`config.mk`:
```
export PLATFORM = sky130hd
export DESIGN_NAME = hash_message_padder
export DESIGN_NICKNAME = d
export VERILOG_FILES = /design/src/hmp_pkg.sv /design/src/hash_message_padder.sv
export SDC_FILE = /design/constraint.sdc
export NUM_CORES = 1
export LEC_CHECK = 0
export ABC_AREA = 1
export BUFFER_PORTS_ARGS = -buffer_cell sky130_fd_sc_hd__buf_4
export CELL_PAD_IN_SITES_DETAIL_PLACEMENT = 0
export CELL_PAD_IN_SITES_GLOBAL_PLACEMENT = 1
export CORE_ASPECT_RATIO = 1.1
export CORE_MARGIN = 4
export CORE_UTILIZATION = 40
export DETAILED_ROUTE_END_ITERATION = 10
export PLACE_DENSITY_LB_ADDON = 0.12
export SYNTH_ARGS = -nofsm -noshare
export SYNTH_HDL_FRONTEND = slang
export SYNTH_SLANG_ARGS = --single-unit
```
`constraint.sdc`:
```
create_clock -name clk -period 3.92 [get_ports clk]
set_clock_uncertainty 0.15 [all_clocks]
set_input_delay 1.176 -clock clk [delete_from_list [all_inputs] [get_ports clk]]
set_output_delay 1.176 -clock clk [all_outputs]
set_load 0.03 [all_outputs]
```
`src/hmp_pkg.sv`:
```
// Shared types and constants for the hash message padder.
`timescale 1ns / 1ps

package hmp_pkg;

  // Input operation codes
  typedef enum logic {
    OP_DATA = 1'b0,
    OP_END  = 1'b1
  } op_t;

  // Configuration register indexes
  typedef enum logic {
    CFG_BLOCK_MODE        = 1'b0,
    CFG_LENGTH_BIG_ENDIAN = 1'b1
  } cfg_index_t;

  // Padder sequencing
  typedef enum logic {
    ST_DATA = 1'b0,
    ST_PAD  = 1'b1
  } pad_state_t;

  localparam logic [7:0] PAD_MARK       = 8'h80;
  localparam logic [2:0] WORD_LAST_BYTE = 3'd7;
  // First word of the 16-byte length field in 128-byte blocks
  localparam logic [3:0] LEN_HI_WORD    = 4'd14;

  typedef struct packed {
    op_t        operation;
    logic [7:0] data_byte;
  } in_item_t;

  typedef struct packed {
    logic [63:0] block_word;
    logic        block_end;
    logic        message_end;
  } out_item_t;

  // Reverse the byte order of a 64-bit word
  function automatic logic [63:0] byte_swap64(input logic [63:0] w);
    logic [63:0] r;
    for (int i = 0; i < 8; i++) begin
      r[8*i +: 8] = w[8*(7-i) +: 8];
    end
    return r;
  endfunction

endpackage

```
`src/hash_message_padder.sv`:
```
// Top level of the hash message padder: byte packing, padding and length insertion.
// A completed word appears in the result register in the cycle after its last
// byte (or the end-of-message transaction) is accepted. Throughput: one message byte
// per cycle unless stalled. An end-of-message transaction emits 2 to 18 words,
// one per cycle unless result_stall is high; item input stalls while they go out.
// Reset (rst, synchronous): counters, word assembly and configuration clear;
// the block takes a new message at once.
`timescale 1ns / 1ps

module hash_message_padder (
  input  logic                  clk,
  input  logic                  rst,
  // configuration write port
  input  logic                  cfg_we,
  input  hmp_pkg::cfg_index_t   cfg_index,
  input  logic                  cfg_data,
  // item channel
  input  logic                  item_valid,
  output logic                  item_stall,
  input  hmp_pkg::in_item_t     item,
  // result channel
  output logic                  result_valid,
  input  logic                  result_stall,
  output hmp_pkg::out_item_t    result
);
  import hmp_pkg::*;

  // Configuration
  logic block_mode;
  logic length_big_endian;

  // Message state
  pad_state_t  state, state_next;
  logic [60:0] byte_count, byte_count_next;
  logic [55:0] asm_word, asm_word_next;
  logic [2:0]  byte_in_word, byte_in_word_next;
  logic [3:0]  word_in_block, word_in_block_next;
  logic        skip_wrap, skip_wrap_next;

  // Datapath
  logic        out_free;
  logic        item_fire;
  logic        out_load;
  out_item_t   out_next;
  logic [3:0]  word_pos;
  logic [3:0]  field_word;
  logic        word_last;
  logic [3:0]  pos_next;
  logic        is_len;
  logic [63:0] len_bits;
  logic [63:0] len_word;
  logic [63:0] pad_first;

  // Write configuration registers
  always_ff @(posedge clk) begin
    if (rst) begin
      block_mode        <= 1'b0;
      length_big_endian <= 1'b0;
    end else if (cfg_we) begin
      unique case (cfg_index)
        CFG_BLOCK_MODE:        block_mode        <= cfg_data;
        CFG_LENGTH_BIG_ENDIAN: length_big_endian <= cfg_data;
        default:               block_mode        <= block_mode;
      endcase
    end
  end

  // Position within the block, taken modulo the current block size
  assign field_word = {block_mode, 3'b111};
  assign word_pos   = word_in_block & field_word;
  assign word_last  = (word_pos == field_word);
  assign pos_next   = word_last ? 4'd0 : word_pos + 4'd1;

  // Length field word and first padding word
  assign len_bits  = {byte_count, 3'b000};
  assign len_word  = length_big_endian ? len_bits : byte_swap64(len_bits);
  assign pad_first = {asm_word, PAD_MARK} << {~byte_in_word, 3'b000};
  assign is_len    = word_last && !skip_wrap;

  // Handshake
  assign out_free   = !result_valid || !result_stall;
  assign item_stall = (state != ST_DATA) ||
                      (!out_free && ((item.operation == OP_END) ||
                                     (byte_in_word == WORD_LAST_BYTE)));
  assign item_fire  = item_valid && !item_stall;

  // Next state and result word
  always_comb begin
    state_next         = state;
    byte_count_next    = byte_count;
    asm_word_next      = asm_word;
    byte_in_word_next  = byte_in_word;
    word_in_block_next = word_in_block;
    skip_wrap_next     = skip_wrap;
    out_load           = 1'b0;
    out_next           = '0;

    unique case (state)
      ST_DATA: begin
        if (item_fire) begin
          if (item.operation == OP_DATA) begin
            byte_count_next = byte_count + 61'd1;
            if (byte_in_word == WORD_LAST_BYTE) begin
              out_load             = 1'b1;
              out_next.block_word  = {asm_word, item.data_byte};
              out_next.block_end   = word_last;
              asm_word_next        = '0;
              byte_in_word_next    = '0;
              word_in_block_next   = pos_next;
            end else begin
              asm_word_next     = {asm_word[47:0], item.data_byte};
              byte_in_word_next = byte_in_word + 3'd1;
            end
          end else begin
            // close the partial word with the pad mark, then emit the tail
            out_load            = 1'b1;
            out_next.block_word = pad_first;
            out_next.block_end  = word_last;
            asm_word_next       = '0;
            byte_in_word_next   = '0;
            word_in_block_next  = pos_next;
            skip_wrap_next      = block_mode && (word_pos == LEN_HI_WORD);
            state_next          = ST_PAD;
          end
        end
      end
      ST_PAD: begin
        if (out_free) begin
          out_load             = 1'b1;
          out_next.block_word  = is_len ? len_word : 64'd0;
          out_next.block_end   = word_last;
          out_next.message_end = is_len;
          if (is_len) begin
            byte_count_next    = '0;
            word_in_block_next = '0;
            skip_wrap_next     = 1'b0;
            state_next         = ST_DATA;
          end else begin
            word_in_block_next = pos_next;
            if (word_last) begin
              skip_wrap_next = 1'b0;
            end
          end
        end
      end
      default: state_next = ST_DATA;
    endcase
  end

  // Hold message state
  always_ff @(posedge clk) begin
    if (rst) begin
      state         <= ST_DATA;
      byte_count    <= '0;
      asm_word      <= '0;
      byte_in_word  <= '0;
      word_in_block <= '0;
      skip_wrap     <= 1'b0;
    end else begin
      state         <= state_next;
      byte_count    <= byte_count_next;
      asm_word      <= asm_word_next;
      byte_in_word  <= byte_in_word_next;
      word_in_block <= word_in_block_next;
      skip_wrap     <= skip_wrap_next;
    end
  end

  // Result register: load a new word or drop the taken one
  always_ff @(posedge clk) begin
    if (rst) begin
      result_valid <= 1'b0;
    end else if (out_load) begin
      result_valid <= 1'b1;
    end else if (!result_stall) begin
      result_valid <= 1'b0;
    end
  end

  always_ff @(posedge clk) begin
    if (out_load) begin
      result <= out_next;
    end
  end

  // Checks
  a_msg_end_is_block_end: assert property (@(posedge clk) disable iff (rst)
    result_valid && result.message_end |-> result.block_end)
    else $error("message end without block end");

  a_pad_blocks_input: assert property (@(posedge clk) disable iff (rst)
    state == ST_PAD |-> item_stall)
    else $error("item accepted during padding");

  a_clear_after_len: assert property (@(posedge clk) disable iff (rst)
    state == ST_PAD && out_load && is_len |=>
      state == ST_DATA && byte_count == 61'd0 && byte_in_word == 3'd0 &&
      word_in_block == 4'd0)
    else $error("state not cleared after length word");

  a_skip_only_in_pad: assert property (@(posedge clk) disable iff (rst)
    skip_wrap |-> state == ST_PAD)
    else $error("wrap flag set outside padding");

  a_load_needs_room: assert property (@(posedge clk) disable iff (rst)
    out_load |-> out_free)
    else $error("result overwritten while stalled");

endmodule

```
==> impl_metrics.json, run 1 <==
{
  "finalSetupViolations": 0,
  "setup.worst_path.class": "input port to output pin",
  "timing.hold.worst.start": "asm_word[22]",
  "maximum_number_of_pins_on_one_net_before_global_route_repair": 92,
  "ys.flop_type": "dfxtp_1",
  "crit-reg2reg-capture": "result[26]",
  "cp_data_arrival_time_ns": 1.92,
  "via_count_of_the_first_global_routing_pass": 10200,
  "post_synth_num_cell_types": 40,
  "area.growth.synth_to_final_pct": 13.7,
  "nets": 1619,
  "grtUsageTotal_pct": 26.6,
  "hold_buffers": 0,
  "reg2reg_slack_ns": 0.94,
  "floorplan.core_area_um2": 27000,
  "drt_wl_total_mm": 40.9,
  "root_cell_of_the_clock_tree": "clkbuf_16",
  "number_of_enable_flip_flop_cells_after_synthesis": 66,
  "chipHeight_um": 182,
  "syn_nets": 1585,
  "timing.max_slew.rel_slack_pct": 43.8,
  "netlist_instances": 1564,
  "minimum_clock_period_ns": 3.25,
  "fin_cells": 1968,
  "ant_nets": 0,
  "yosysTopAreaCell": "dfxtp_1",
  "cts_resized": 0,
  "static-leakage-power_nw": 4.61,
  "routed-via-count": 10900,
  "outcome": "finished clean",
  "register_clock_pin_slew_on_the_reported_worst_setup_and_hold_paths_ns": 0.09,
  "pwr_density_cell_nw_per_um2": 392,
  "crit_path_end_kind": "output pin",
  "dr.pass1.iters": 5,
  "cts_tree": "yes",
  "finish.utilization_pct": 46.2,
  "yosys-top-cells-area": "dfxtp_1 24%, edfxtp_1 18%, nand2_1 14%",
  "synth.cells.most_frequent": "405 x nand2_1, 184 x nor2_1, 132 x a21oi_1",
  "synth-async-reset-ratio_pct": 0,
  "power.total_mw": 4.90,
  "clock_sinks": 195,
  "die_w_um": 166,
  "min_delay_worst_endpoint": "asm_word[30]",
  "vias_per_cell": 5.54,
  "grt_pass1_wl_mm": 62.3,
  "numCtsBuffers": 17,
  "drv_cap": 0,
  "synth_most_common_cell": "nand2_1",
  "hpwlAfterDp_mm": 30.6,
  "place.detailed.instances": 1936,
  "start_util_pct": 40.6,
  "maxClockFrequency_mhz": 308,
  "yosysWarningCount": 0,
  "synth_sequential_area_ratio_pct": 41.6,
  "vdd_ir_drop_max_uv": 224,
  "rsz0062_at_grt": "no",
  "layout_worst_path_cycle_share_pct": 82.9,
  "first_iter_violations": 1108,
  "floorplan.io_pins": 84,
  "holdCritPathClass": "register to register",
  "crit_path_max_fanout": 23,
  "timing_worst_slew_pin_value_ns": 0.843,
  "drive_above_1_share_pct": 10.4,
  "post_drt_wl_per_cell_um": 20.8,
  "cell_area_after_synthesis_um2": 11000,
  "setup_total_negative_slack_ns": 0,
  "timing.rr.start": "byte_in_word[1]",
  "diode_count": 0,
  "clock_tree.htree_level_count": 4,
  "critPathRequiredTime_ns": 2.59,
  "post_cts_setup_buffer_count": 0,
  "clock_path_buffers": 2,
  "final_report_hold_violation_count": 0,
  "mean_instance_size_in_the_synthesized_netlist_um2": 7.02,
  "floorplan.rows": 63,
  "grt_antenna_before_repair": 1,
  "port_buffers": 83,
  "drt_drc_violations_left": 0,
  "floorplan.die_area_um2": 30200,
  "gp_congestion": 0.909,
  "clk-insertion-delay-late_ns": 0.45,
  "worstRegToRegCells": 7,
  "hold_path_depth": 2,
  "grt.overflow.total": 0,
  "cp-start-kind": "input port",
  "fillCellCount": 2798,
  "area_share_of_the_largest_cell_type_after_synthesis_pct": 23.5,
  "slew_violations": 0,
  "synth_seq_cells": 195
}
[cells by family after synthesis]
logic type	count (synthesis)	share of synthesized area, %
AOI/OAI and AO/OA	374	20.2
xor gates and xnor gates	2	0.160
adders and majority gates	5	0.570
buffers and inverters	225	8.34
DFF	195	41.6
and+or+nand+nor	763	29.2
[critical path, cell delays in order]
cell and delay, ns:
buf_4 0.21, nor2_4 0.15, nand2_1 0.07, nand2_2 0.10, inv_1 0.05, buf_4 0.16
[worst max-delay path by stage]
stage,from,endpoint,cells past startpoint
2_1_floorplan,item[8],word_in_block[0],9
3_3_place_gp,result_stall,result[33],9
3_5_place_dp,result_stall,result[25],9
4_1_cts,item[8],item_stall,6
5_1_grt,item[8],item_stall,6
6_report,item[8],item_stall,6
[flip-flops by register name (all words and copies together), names as in the netlist, 3 cells and up]
signal	cells
result	66
byte_count	61
asm_word	56
word_in_block	4
byte_in_word	3
[where the power goes]
group          internal, mW  switching [mW]
registers              2.21          0.0796
logic                 0.225           0.555
clock network         0.897           0.936
total                  3.33            1.57
[per-layer routing]
metal  global-route usage [%]  up-vias  routed length [um]
met1                     34.5     5140               17600
li1                         -     5377                   -
met5                        0        -                  13
met3                     4.44       77                2130
met2                     44.3      302               19500
met4                     10.9        2                1690
[metrics by stage]
step | instance area (um^2) | hold slack [ns] | worst slack [ns]
floorplan | 11000 | 0.305 | 0.628
global placement | 11900 | 0.319 | 0.676
detailed placement | 11900 | 0.323 | 0.607
CTS | 12500 | 0.335 | 0.667
global route | 12500 | 0.369 | 0.637
finish | 12500 | 0.334 | 0.671
[cell type report]
cell class              count  area [um^2]  area share, %
well taps                 357          447           3.58
clock buffers              18          450           3.61
flip-flops and latches    195         4570           36.6
clock inverters            14          151           1.21
multi-input cells        1144         5520           44.2
inverters                 133          499           4.00
repair buffers            107          853           6.83
[cells in the final DEF, fill, tap and decap left out, types with 8 or more instances in the layout]
cell type | netlist | layout
a211oi_1 | 40 | 40
a21oi_1 | 132 | 132
a22oi_1 | 14 | 14
buf_4 | 3 | 103
clkbuf_16 | 0 | 18
dfxtp_1 | 129 | 128
edfxtp_1 | 66 | 66
inv_1 | 128 | 128
nand2_1 | 405 | 404
nand3_1 | 121 | 121
nand4_1 | 19 | 19
nor2_1 | 184 | 183
nor2_4 | 7 | 8
nor3_1 | 10 | 10
o2111ai_1 | 14 | 14
o211ai_1 | 31 | 31
o21ai_0 | 107 | 107
o221ai_1 | 13 | 13
o22ai_1 | 11 | 11
Power figures use the tool's default switching activity.
==> inputs of run 2 (changes only) <==
Settings changed: ABC_AREA 1 to 0, CORE_UTILIZATION 40 to 42.
Clock period 3.92 ns to 2.88 ns, I/O delays scaled along.
==> run 2 against run 1 <==
Effect of this change:
- first-iteration DRC count fell by 25%
- combinational power fell by 5.8%
- hold slack got worse by 0.0045 ns
- synthesized cell count fell by 25%
==> impl_metrics.json, run 2 <==
{
  "outcome": "finished clean",
  "timing.rr.start": "byte_in_word[1]",
  "finalWorstSetupSlack_ns": 0.131,
  "layout_common_cells": "152 x nand2_1, 147 x buf_4, 131 x a21oi_1",
  "setup.worst_path.class": "register to output pin",
  "vias_per_cell": 6.06,
  "timing.critical_path.slowest_cell_delay_ns": 0.36,
  "grt_pass1_wl_mm": 55.0,
  "numCtsBuffers": 17,
  "vdd_ir_drop_max_uv": 270,
  "cell_area_after_synthesis_um2": 10600,
  "synth-async-reset-ratio_pct": 0,
  "ant_nets": 0,
  "static-leakage-power_nw": 4.08,
  "die_w_um": 159,
  "rsz0062_at_grt": "no",
  "post_drt_wl_per_cell_um": 22.4,
  "grtUsageTotal_pct": 25.3,
  "commonest_non_fill_non_tap_cell_in_the_layout": "nand2_1",
  "cts_tree": "yes",
  "largest_register_ffs": 66,
  "timing.max_slew.rel_slack_pct": 51.0,
  "crit_startpoint": "byte_in_word[1]",
  "area.growth.synth_to_final_pct": 18.4,
  "floorplan.core_area_um2": 24600,
  "nets": 1279,
  "critical_path.most_common_cell": "buf_4",
  "dr.pass1.iters": 5,
  "final_report_hold_violation_count": 0,
  "clock_tree.htree_level_count": 4,
  "critPathRequiredTime_ns": 1.87,
  "reg.largest.list": "result: 66 flops, byte_count: 61 flops, asm_word: 56 flops",
  "synth_most_common_cell": "nand2_1",
  "gp_congestion": 0.902,
  "mean_instance_size_in_the_synthesized_netlist_um2": 8.97,
  "yosysWarningCount": 0,
  "post_synth_num_cell_types": 64,
  "floorplan.rows": 60,
  "floorplan.io_pins": 84,
  "start_util_pct": 42.9,
  "hold_ws_ns": 0.329,
  "top_register_by_number_of_flip_flops": "result",
  "minimum_clock_period_ns": 2.75,
  "hpwlAfterDp_mm": 25.5,
  "worst_case_setup_slack_after_placement_ns": -0.0183,
  "cp_data_arrival_time_ns": 1.73,
  "clock_sinks": 195,
  "drv_cap": 0,
  "routed-via-count": 9584,
  "timing_worst_slew_pin_value_ns": 0.734,
  "syn_nets": 1198,
  "diode_count": 0,
  "maximum_number_of_pins_on_one_net_before_global_route_repair": 73,
  "critPathSlowestCell": "dfxtp_2",
  "first_iter_violations": 832,
  "crit_path_end_kind": "output pin",
  "synth_seq_cells": 195,
  "grt.overflow.total": 0,
  "clock_path_buffers": 2,
  "cp-start-kind": "register",
  "yosysTopAreaCell": "dfxtp_1",
  "grt_antenna_before_repair": 0,
  "slew_violations": 0,
  "number_of_enable_flip_flop_cells_after_synthesis": 66,
  "post_cts_setup_buffer_count": 0,
  "netlist_instances": 1177,
  "pwr_density_cell_nw_per_um2": 491,
  "drt_wl_total_mm": 35.4,
  "hold_buffers": 0,
  "yosys-top-cells-area": "dfxtp_1 24%, edfxtp_1 19%, mux2i_1 9.9%",
  "finalSetupViolations": 0,
  "critPathTopFamily": "adder cells",
  "timing.hold.worst.start": "asm_word[48]",
  "timing.critical_path.cells": "ha_1 -> ha_2 -> buf_4 -> nor2_4 -> o21ai_2 -> buf_4",
  "area_share_of_the_largest_cell_type_after_synthesis_pct": 24.5,
  "synth_sequential_area_ratio_pct": 43.3,
  "maxClockFrequency_mhz": 364,
  "floorplan.die_area_um2": 27700,
  "port_buffers": 83,
  "register_clock_pin_slew_on_the_reported_worst_setup_and_hold_paths_ns": 0.08,
  "layout_worst_path_cycle_share_pct": 95.4,
  "drt_drc_violations_left": 0,
  "chipHeight_um": 174,
  "via_count_of_the_first_global_routing_pass": 9103,
  "fillCellCount": 2366,
  "synth.cells.most_frequent": "152 x nand2_1, 132 x a21oi_1, 129 x dfxtp_1",
  "power.total_mw": 6.14,
  "drive_above_1_share_pct": 18.9,
  "path_buf_inv": 2,
  "root_cell_of_the_clock_tree": "clkbuf_16",
  "holdCritPathClass": "register to register",
  "ys.flop_type": "dfxtp_1",
  "clk-insertion-delay-late_ns": 0.44,
  "crit_path_max_fanout": 4
}
-- run 2: per-stage QoR --
step                      std cells  area [um^2]  TNS, ns  utilization, %
after detailed placement       1549        11900  -0.0950            48.4
after floorplan                1177        10600  -0.0814               -
after global routing           1581        12500        0            50.8
after CTS                      1581        12500        0            50.7
final                          1581        12500        0            50.8
after global placement         1549        11900  -0.0621            48.4
-- run 2: worst register-to-register path, cell delays in order (launching register included) --
cell       delay [ns]
dfxtp_2          0.34
ha_1             0.21
ha_2             0.21
or2_2            0.30
a21boi_2         0.15
buf_4            0.17
o2111ai_4        0.29
buf_4            0.27
or3_1            0.34
a21oi_1          0.15
-- run 2: cell families (layout without fill, tap and decap cells) --
kind of cell	Yosys count	in the layout	share of synthesized area, %
xor gates and xnor gates	20	20	1.66
buffers and inverters	109	203	4.11
AOI/OAI and AO/OA	336	336	19.7
DFF	195	195	43.3
adders and majority gates	5	5	0.593
muxes	126	126	12.3
and+or+nand+nor	386	386	18.3
-- run 2: power breakdown --
part	leakage (nW)	internal [mW]	switching, mW
sequential	1.69	2.93	0.0616
clock	0.288	1.24	1.17
combinational	2.10	0.239	0.496
-- run 2: worst paths after layout --
check | slack [ns] | cells past startpoint | to
worst max-delay path | 0.13 | 6 | item_stall
worst min-delay path | 0.33 | 2 | asm_word[48]
worst max register to register | 0.23 | 9 | byte_count[39]
worst min register to register | 0.33 | 2 | asm_word[48]
-- run 2: final cells by class --
cell class / instances / area [um^2] / share of cell area, %
clock buffers: 20 / 479 / 3.83
well taps: 310 / 388 / 3.10
multi-input cells: 873 / 5620 / 44.9
repair buffers: 156 / 1280 / 10.3
clock inverters: 12 / 105 / 0.841
flip-flops and latches: 195 / 4570 / 36.6
inverters: 15 / 56.3 / 0.450
-- run 2: timing repair --
item | CTS | global route
resized for setup | 1 | 1
endpoints found under the setup margin | 1 | 1
gates cloned | 0 | 0
-- run 2: layer usage --
metal | track usage [%] | up-vias | wire length, um
li1 | - | 4576 | -
met1 | 34.1 | 4690 | 15300
met2 | 41.4 | 273 | 17100
met3 | 4.65 | 45 | 2050
met4 | 7.92 | 0 | 867
met5 | 0 | - | 0
==> inputs of run 3 (changes only) <==
Settings changed: ABC_AREA 0 to 1, CORE_UTILIZATION 42 to 40.
==> run 3 against run 2 <==
Effect of this change:
- count of clock-buffer cells in the layout increased by 1
- maximum frequency decreased by 1.7%
- cell count increased by 27%
- combinational power increased by 54%
- non-clock buffer count decreased by 11
- wire length increased by 18%
- register-to-register slack improved by 0.23 ns
- largest cell class unchanged
==> impl_metrics.json, run 3 (synthesized netlist as in run 1, its figures left out) <==
{
  "grt_antenna_before_repair": 0,
  "top_register_by_number_of_flip_flops": "result",
  "setup.worst_path.class": "register to output pin",
  "clock_tree.htree_level_count": 4,
  "first_iter_violations": 1249,
  "reg.largest.list": "result: 66 flops, byte_count: 61 flops, asm_word: 56 flops",
  "nets": 1657,
  "port_buffers": 83,
  "start_util_pct": 40.6,
  "cts_tree": "yes",
  "timing_worst_slew_pin_value_ns": 0.585,
  "grtUsageTotal_pct": 27.0,
  "critPathSlowestCell": "dfxtp_2",
  "post_cts_setup_buffer_count": 0,
  "finalSetupViolations": 0,
  "crit_path_max_fanout": 5,
  "rsz0062_at_grt": "no",
  "vias_per_cell": 5.53,
  "final_report_hold_violation_count": 0,
  "setup_total_negative_slack_ns": 0,
  "grt.overflow.total": 0,
  "chipHeight_um": 182,
  "numCtsBuffers": 17,
  "worst_case_setup_slack_after_placement_ns": 0.117,
  "fillCellCount": 2796,
  "timing.critical_path.cells": "ha_1 -> ha_2 -> nor2_4 -> nand2_1 -> nand2_2 -> inv_1 -> buf_4",
  "area.growth.synth_to_final_pct": 17.0,
  "minimum_clock_period_ns": 2.80,
  "die_w_um": 166,
  "floorplan.rows": 63,
  "register_clock_pin_slew_on_the_reported_worst_setup_and_hold_paths_ns": 0.08,
  "drt_wl_total_mm": 41.6,
  "holdCritPathClass": "register to register",
  "maxClockFrequency_mhz": 357,
  "diode_count": 0,
  "dr.pass1.iters": 7,
  "largest_register_ffs": 66,
  "layout_worst_path_cycle_share_pct": 97.1,
  "drive_above_1_share_pct": 12.5,
  "hpwlAfterDp_mm": 31.1,
  "cp-start-kind": "register",
  "floorplan.die_area_um2": 30200,
  "drt_drc_violations_left": 0,
  "post_drt_wl_per_cell_um": 20.7,
  "via_count_of_the_first_global_routing_pass": 10100,
  "drv_cap": 0,
  "outcome": "finished clean",
  "root_cell_of_the_clock_tree": "clkbuf_16",
  "critPathRequiredTime_ns": 1.87,
  "cp_data_arrival_time_ns": 1.78,
  "vdd_ir_drop_max_uv": 262,
  "grt_pass1_wl_mm": 63.0,
  "maximum_number_of_pins_on_one_net_before_global_route_repair": 93,
  "floorplan.io_pins": 84,
  "gp_congestion": 0.949,
  "pwr_density_cell_nw_per_um2": 517,
  "ant_nets": 0,
  "slew_violations": 0,
  "clock_sinks": 195,
  "static-leakage-power_nw": 4.80,
  "commonest_non_fill_non_tap_cell_in_the_layout": "nand2_1",
  "finalWorstSetupSlack_ns": 0.0825,
  "routed-via-count": 11100,
  "crit_path_end_kind": "output pin",
  "timing.critical_path.slowest_cell_delay_ns": 0.34,
  "layout_common_cells": "404 x nand2_1, 183 x nor2_1, 134 x buf_4",
  "timing.max_slew.rel_slack_pct": 60.6,
  "clock_path_buffers": 2,
  "floorplan.core_area_um2": 27000,
  "clk-insertion-delay-late_ns": 0.45
}
## run 3: routing by layer
layer / routed length [um] / vias to the layer above / track usage [%]
li1: - / 5454 / -
met1: 18300 / 5253 / 36.6
met2: 19800 / 334 / 45.0
met3: 2180 / 56 / 2.70
met4: 1290 / 0 / 9.47
met5: 0 / - / 0
## run 3: final cells by class
class	count	area (um^2)	share of cell area [%]
multi-input cells	1144	5520	43.0
flip-flops and latches	195	4570	35.5
repair buffers	145	1230	9.55
inverters	133	499	3.89
clock buffers	21	492	3.83
well taps	357	447	3.48
clock inverters	11	93.8	0.730
## run 3: stage by stage
step / cell area [um^2] / hold slack (ns) / utilization, % / power (mW) / instances
6_report: 12800 / 0.335 / 47.5 / 6.64 / 2006
5_1_grt: 12800 / 0.362 / 47.5 / 6.88 / 2006
4_1_cts: 12800 / 0.336 / 47.5 / 6.68 / 2006
3_5_place_dp: 12300 / 0.322 / 45.3 / 4.29 / 1974
3_3_place_gp: 12300 / 0.314 / 45.3 / 4.29 / 1974
2_1_floorplan: 11000 / 0.305 / - / 3.83 / 1564
## run 3: final timing paths
kind | start | end | slack, ns | cells after the start
worst max-delay path | byte_in_word[0] | item_stall | 0.08 | 7
worst min-delay path | asm_word[22] | asm_word[30] | 0.34 | 2
worst max register to register | byte_in_word[0] | byte_count[55] | 0.46 | 13
worst min register to register | asm_word[22] | asm_word[30] | 0.34 | 2
## run 3: what timing repair did
| action | 4_1_cts | 5_1_grt |
|---|---|---|
| hold buffers | 0 | 0 |
| gates resized for setup | 1 | 0 |
| endpoints found under the setup margin | 1 | 0 |
## run 3: power by group
part	internal [mW]	leakage, nW	switching [mW]
Sequential	3.00	1.69	0.100
Clock	1.25	0.281	1.16
Combinational	0.355	2.82	0.778
## run 3: worst max-delay path: cells and delay by family (launching register included)
family / cells / cell delay [ns]
flip-flops: 1 / 0.34
AND/OR/NAND/NOR: 3 / 0.30
adder cells (fa/ha/maj): 2 / 0.46
buffers and inverters: 2 / 0.22
